**src/hdl/tws_pkg.sv**
```systemverilog
// ----------------------------------------------------------------------------
// Trie word store package
// Sizes, action codes and the command and status bundles shared by the
// controller and the datapath.
// ----------------------------------------------------------------------------
package tws_pkg;

   localparam int NODE_COUNT    = 1024;
   localparam int ALPHABET_SIZE = 26;

   localparam int NODE_W   = $clog2(NODE_COUNT);
   localparam int SLOT_W   = $clog2(ALPHABET_SIZE);
   localparam int COUNT_W  = 16;
   localparam int LETTER_W = 5;
   localparam int ACTION_W = 2;

   localparam logic [COUNT_W-1:0] COUNT_MAX = {COUNT_W{1'b1}};

   localparam logic [ACTION_W-1:0] ACT_INSERT = 2'd0;
   localparam logic [ACTION_W-1:0] ACT_SEARCH = 2'd1;
   localparam logic [ACTION_W-1:0] ACT_COUNT  = 2'd2;

   // One row of the child table: the child pointer of every letter of a node.
   typedef logic [ALPHABET_SIZE-1:0][NODE_W-1:0] row_type;

   // Word end flag above the prefix count.
   typedef struct packed {
      logic               word_end;
      logic [COUNT_W-1:0] count;
   } node_type;

   typedef struct packed {
      logic accept;   // take the offered item and launch its row read
      logic resolve;  // row data is back: pick or allocate the child
      logic finish;   // node data is back: write back, post last item's result
      logic clear;    // clearing pass over both memories
   } cmd_type;

   typedef struct packed {
      logic clear_done;
      logic blocked;   // a last item cannot finish while the result waits
   } status_type;

endpackage

```
**src/hdl/tws_control.sv**
```systemverilog
// ----------------------------------------------------------------------------
// Trie word store controller
// Sequences the clearing pass and the row and node phases of each item.
// ----------------------------------------------------------------------------
module tws_control (
   input  logic                clock,
   input  logic                reset,
   input  logic                req_valid,
   output logic                req_ready,
   output tws_pkg::cmd_type    cmd,
   input  tws_pkg::status_type status
);
   import tws_pkg::*;

   typedef enum logic [3:0] {
      ST_CLEAR = 4'b0001,
      ST_IDLE  = 4'b0010,
      ST_ROW   = 4'b0100,
      ST_NODE  = 4'b1000
   } state_type;

   state_type state_ff, state_in;
   logic      finish;
   logic      accept;

   assign finish    = (state_ff == ST_NODE) && !status.blocked;
   assign req_ready = (state_ff == ST_IDLE) || finish;
   assign accept    = req_valid && req_ready;

   always_comb begin
      cmd.accept  = accept;
      cmd.resolve = (state_ff == ST_ROW);
      cmd.finish  = finish;
      cmd.clear   = (state_ff == ST_CLEAR);
   end

   always_comb begin
      state_in = state_ff;
      unique case (state_ff)
         ST_CLEAR: begin
            if (status.clear_done) state_in = ST_IDLE;
         end
         ST_IDLE: begin
            if (accept) state_in = ST_ROW;
         end
         ST_ROW: begin
            state_in = ST_NODE;
         end
         ST_NODE: begin
            // The next item may enter in the same cycle the current one ends.
            if (accept) state_in = ST_ROW;
            else if (finish) state_in = ST_IDLE;
         end
         default: state_in = ST_CLEAR;
      endcase
   end

   always_ff @(posedge clock) begin
      if (reset) state_ff <= ST_CLEAR;
      else state_ff <= state_in;
   end

endmodule

```
**config.mk**
```make
export PLATFORM = sky130hd
export DESIGN_NAME = tws_control
export DESIGN_NICKNAME = d
export VERILOG_FILES = /design/src/hdl/tws_pkg.sv /design/src/hdl/tws_control.sv
export SDC_FILE = /design/constraint.sdc
export NUM_CORES = 1
export LEC_CHECK = 0
export BUFFER_PORTS_ARGS = -buffer_cell sky130_fd_sc_hd__buf_2
export CORE_AREA = 2 2 39 41
export CTS_CLUSTER_DIAMETER = 50
export CTS_CLUSTER_SIZE = 28
export DETAILED_ROUTE_END_ITERATION = 8
export DIE_AREA = 0 0 41 43
export GPL_TIMING_DRIVEN = 0
export PLACE_DENSITY_LB_ADDON = 0.2
export SYNTH_ARGS = -nofsm -noshare
export SYNTH_HDL_FRONTEND = slang
export SYNTH_SLANG_ARGS = --single-unit
export TNS_END_PERCENT = 5
```
**constraint.sdc**
```tcl
create_clock -name clock -period 1.4 [get_ports clock]
set_clock_uncertainty 0.1 [all_clocks]
set_input_delay 0.28 -clock clock [delete_from_list [all_inputs] [get_ports clock]]
set_output_delay 0.28 -clock clock [all_outputs]
set_load 0.01 [all_outputs]
```
==> results of run 1 <==
-- per-layer routing --
layer	up-vias	track usage	part of all wire
li1	147	-	-
met1	139	0.113	0.37
met5	-	0	0
met3	0	0.0471	0.069
met2	10	0.159	0.56
met4	0	0.0400	0
-- worst max-delay path, stage by stage, from the launching register on --
cell and delay (ns):
dfxtp_4 0.36, buf_12 0.13, nor3_1 0.28, buf_2 0.19
-- power by group --
group | internal, uW | switching [uW]
sequential | 118 | 6.38
clock | 95.5 | 42.5
combinational | 46.5 | 34.8
total | 260 | 83.6
-- worst min path at each step --
stage	start	slack [ns]	end
final	reset	0.18	state_ff[2]
after global routing	reset	0.20	state_ff[2]
after CTS	reset	0.18	state_ff[2]
after detailed placement	state_ff[0]	0.41	state_ff[3]
after global placement	state_ff[0]	0.42	state_ff[3]
after floorplan	reset	0.26	state_ff[2]
-- through the flow --
stage          instances  hold slack (ns)  utilization  area, um^2  setup slack [ns]
3_3_place_gp          55            0.423        0.228         315            -0.253
6_report              65            0.182        0.329         455            -0.162
2_1_floorplan         30            0.257            -         250           0.00300
4_1_cts               65            0.178        0.325         449            -0.192
5_1_grt               65            0.204        0.329         455            -0.236
3_5_place_dp          55            0.410        0.228         315            -0.239
-- kinds of logic after synthesis --
family / Yosys count / share of synthesized area
buf+inv: 5 / 0.135
compound gates: 6 / 0.170
flops: 4 / 0.320
simple gates: 15 / 0.375
-- placed cells by master, fill, tap and decap left out --
cell / synthesis / routed
buf_4: 2 / 8
nor3_2: 0 / 1
nor4b_1: 2 / 2
a211oi_1: 1 / 1
nand3b_1: 1 / 1
or2b_1: 1 / 1
dfxtp_4: 0 / 2
nand2_1: 1 / 1
dfxtp_2: 0 / 2
clkbuf_4: 0 / 3
buf_6: 1 / 3
nor2b_1: 1 / 1
inv_1: 2 / 2
nand2b_1: 1 / 1
or3_1: 1 / 1
nor3_1: 2 / 1
or2_4: 0 / 1
a21oi_1: 2 / 1
o2bb2ai_1: 1 / 1
nor3b_2: 0 / 1
nor2_2: 0 / 1
buf_12: 0 / 1
o211ai_1: 1 / 1
buf_2: 0 / 7
nor3b_4: 0 / 1
nor2_1: 2 / 1
a21oi_2: 0 / 1
a2111oi_0: 1 / 1
-- repair_timing --
action                                  CTS  global route
hold buffers                              0             0
endpoints found under the hold margin     0             0
buffers inserted                          8             1
pin swaps                                 4             3
endpoints found under the setup margin    5             8
resized for setup                        13             3
-- cell type report --
cell class,count,area share
Buffer,1,0.0165
Multi-Input combinational cell,21,0.365
Tap cell,16,0.0440
Clock buffer,3,0.0495
Timing Repair Buffer,18,0.310
Inverter,2,0.0165
Sequential cell,4,0.198
==> results.toml, run 1 <==
[grt]
grt_pass1_vias = 299
grt.overflow.total = 0
grt_pass1_wl_um = 1170
grt_usage = 0.101
antenna_found_initial = 0
grt_max_degree = 7

[sta]
tightest_slew_ns = 0.359
max_freq_mhz = 640
hold_viol = 0
timing.slew.headroom = 0.755
min_period_over_period = 1.12
finalSetupViolations = 5
min_period_ns = 1.56
layout_setup_ws_ns = -0.162
rsz0062_at_grt = "yes"
slew_viol_final = 0
setup-tns-final_ns = -0.565

[synthesis]
yosysTopAreaCell = "dfxtp_1"
synth_area_um2 = 250
synth_seq_cells = 4
avgSynthCellArea_um2 = 8.34
synth.distinct_cells = 20
synth_cells = 30
synth_area_leaders = "dfxtp_1, nor4b_1, buf_4, nor3b_1, buf_6"
ys.warnings.count = 0
synth_ff_type = "dfxtp_1"
ys_seq_area_frac = 0.320
syn_nets = 35
yosysMostFrequentCell = "dfxtp_1"
synth-edff-count = 0
ys_async_sr_fraction = 0
yosysTopAreaCellShare = 0.320

[drt]
dr.pass1.iters = 2
routedWlPerCell_um = 10.8
antenna_left = 0
dr_total_vias = 296
remaining_drc_errors = 0
viasPerCell = 4.55
drt_iter0_drc = 3
wl_um = 700

[finish]
diodes = 0
fin_nets = 56
regArea_um2 = 90.1
area_growth_pct = 82.0
largest_reg_flops = 4
multiInputGateArea_um2 = 166
largestRegisters = "state_ff x4"
regMostFlops = "state_ff"
drive_gt1_frac = 0.653
nFillCells = 158

[clocking]
numCtsBuffers = 3
htree_num_levels = 1
cts_tree = "yes"
clockBufferDepth = 2
clkSinkCount = 4
path_clk_slew_ns = 0.03
clock_latency_ns = 0.23
root_buffer = "clkbuf_4"

[power]
powerDensity_nw_per_um2 = 754
vdd_ir_drop_max_mv = 0.297
power_leakage_uw = 0.000183
p_total_uw = 344

[placed_design]
gp_congestion = 0.625
port_buffers = 9

[worst_setup_path]
crit_path_start = "state_ff[1]"
worstPathArrival_ns = 1.18
crit_path_end = "cmd[0]"
worst-r2r-cell-count = 5
start_kind = "flip-flop"
path_class = "flip-flop to output pin"
cp_max_fo = 5
crit-reg2reg-capture = "state_ff[1]"
worstPathRequired_ns = 1.02
worstSetupEndpointType = "output pin"
r2r_setup_slack_ns = -0.04
reg2reg_from = "state_ff[2]"

[hold_path]
hp-class = "input port to flip-flop"
hold_depth = 2

[outcome]
violations = "setup timing"
outcome = "complete, but fails checks"

[die]
die_area_um2 = 1760
die_w_um = 41
rows = 14
die_h_um = 43
io_pins = 10
start_util = 0.181
coreArea_um2 = 1380

[flow_run]
cap_violations = 0
Note: power is estimated with default switching activity, not from simulation.
==> run 2: changes to the inputs <==
Settings changed: CTS_BUF_LIST from default to sky130_fd_sc_hd__clkbuf_8 sky130_fd_sc_hd__clkbuf_16.
==> run 2 against run 1 <==
Effect of this change: the run still ends with setup timing left; power is 28% higher; count of clock-buffer cells in the layout stayed put; critical path type unchanged; clock power is 70% higher.
==> results.toml, run 2 (synthesis results as in run 1) <==
[outcome]
outcome = "complete, but fails checks"
violations = "setup timing"

[worst_setup_path]
reg2reg_from = "state_ff[2]"
worstPathRequired_ns = 1.02
r2r_setup_slack_ns = -0.04
start_kind = "flip-flop"
path_class = "flip-flop to output pin"
cp_max_fo = 5
worst-r2r-cell-count = 5
worstPathArrival_ns = 1.16
worstSetupEndpointType = "output pin"
crit-reg2reg-capture = "state_ff[1]"

[finish]
nFillCells = 154
final_cell_mix = "buf_4, buf_2, clkbuf_8, buf_6"
design_area_um2 = 474
fin_nets = 56
multiInputGateArea_um2 = 166
regArea_um2 = 90.1
fin_cells = 65
area_growth_pct = 89.5
postLayoutCoreUtil = 0.343
largest_reg_flops = 4
diodes = 0
drive_gt1_frac = 0.653
largestRegisters = "state_ff x4"
regMostFlops = "state_ff"
layout_commonest_cell = "buf_4"

[clocking]
clockBufferDepth = 2
htree_num_levels = 1
postCtsHoldBufs = 0
root_buffer = "clkbuf_8"
numCtsBuffers = 3
cts_tree = "yes"
path_clk_slew_ns = 0.03
clkSinkCount = 4
clock_latency_ns = 0.21

[grt]
antenna_found_initial = 0
grt_usage = 0.105
grt.overflow.total = 0
grt_pass1_vias = 300
grt_max_degree = 7
grt_pass1_wl_um = 1190

[sta]
slew_viol_final = 0
max_freq_mhz = 648
finalSetupViolations = 5
layout_setup_ws_ns = -0.144
timing.slew.headroom = 0.755
min_period_over_period = 1.10
min_period_ns = 1.54
rsz0062_at_grt = "yes"
tightest_slew_ns = 0.359
hold_viol = 0

[power]
power_leakage_uw = 0.000191
powerDensity_nw_per_um2 = 929
vdd_ir_drop_max_mv = 0.415
p_total_uw = 440

[drt]
viasPerCell = 4.55
antenna_left = 0
dr_total_vias = 296
dr.pass1.iters = 2
routedWlPerCell_um = 10.8
wl_um = 704
remaining_drc_errors = 0
drt_iter0_drc = 3

[flow_run]
cap_violations = 0

[hold_path]
hold_depth = 2
min_to = "state_ff[2]"
hp-class = "input port to flip-flop"
worstHoldStart = "reset"

[placed_design]
gp_congestion = 0.625
place_inst = 55
port_buffers = 9
dpl_cell_area_um2 = 315
post-place-ws_ns = -0.239

[die]
coreArea_um2 = 1380
die_area_um2 = 1760
die_h_um = 43
rows = 14
die_w_um = 41
io_pins = 10
start_util = 0.181
==> run 2: worst max-delay path: stages, from the launching register on <==
cell	delay [ns]
dfxtp_4	0.36
buf_12	0.13
nor3_1	0.28
buf_2	0.19
==> run 2: through the flow <==
stage	setup TNS [ns]	hold WS [ns]
after floorplan	0	0.257
after global placement	-0.322	0.423
after detailed placement	-0.280	0.410
after CTS	-0.716	0.201
after global routing	-0.818	0.223
final	-0.486	0.200
==> run 2: where the power goes <==
part	total, uW	switching (uW)	internal (uW)
combinational	81.3	34.8	46.5
sequential	125	6.38	118
clock	235	52.0	183
==> run 2: worst max-delay path by stage <==
stage / from / slack [ns] / end
floorplan: state_ff[3] / 0.003 / cmd[3]
detailed placement: state_ff[3] / -0.24 / cmd[3]
global route: state_ff[3] / -0.22 / req_ready
global placement: state_ff[3] / -0.25 / cmd[3]
CTS: state_ff[0] / -0.17 / req_ready
finish: state_ff[1] / -0.14 / cmd[0]
==> run 2: final cells by class <==
type                            count  area share
Timing Repair Buffer               18       0.298
Inverter                            2      0.0158
Sequential cell                     4       0.190
Buffer                              1      0.0158
Tap cell                           16      0.0422
Clock buffer                        3      0.0871
Multi-Input combinational cell     21       0.351
==> run 2: layer usage <==
metal,vias to the layer above,part of all wire,global-route usage
li1,147,-,-
met1,139,0.37,0.116
met2,10,0.56,0.159
met3,0,0.072,0.0628
met4,0,0,0.0400
met5,-,0,0
==> run 2: what timing repair did <==
item                                    4_1_cts  5_1_grt
cloned                                        0        0
resized for setup                            13        3
pin swaps                                     4        3
setup buffers                                 8        1
endpoints found under the setup margin        4        8
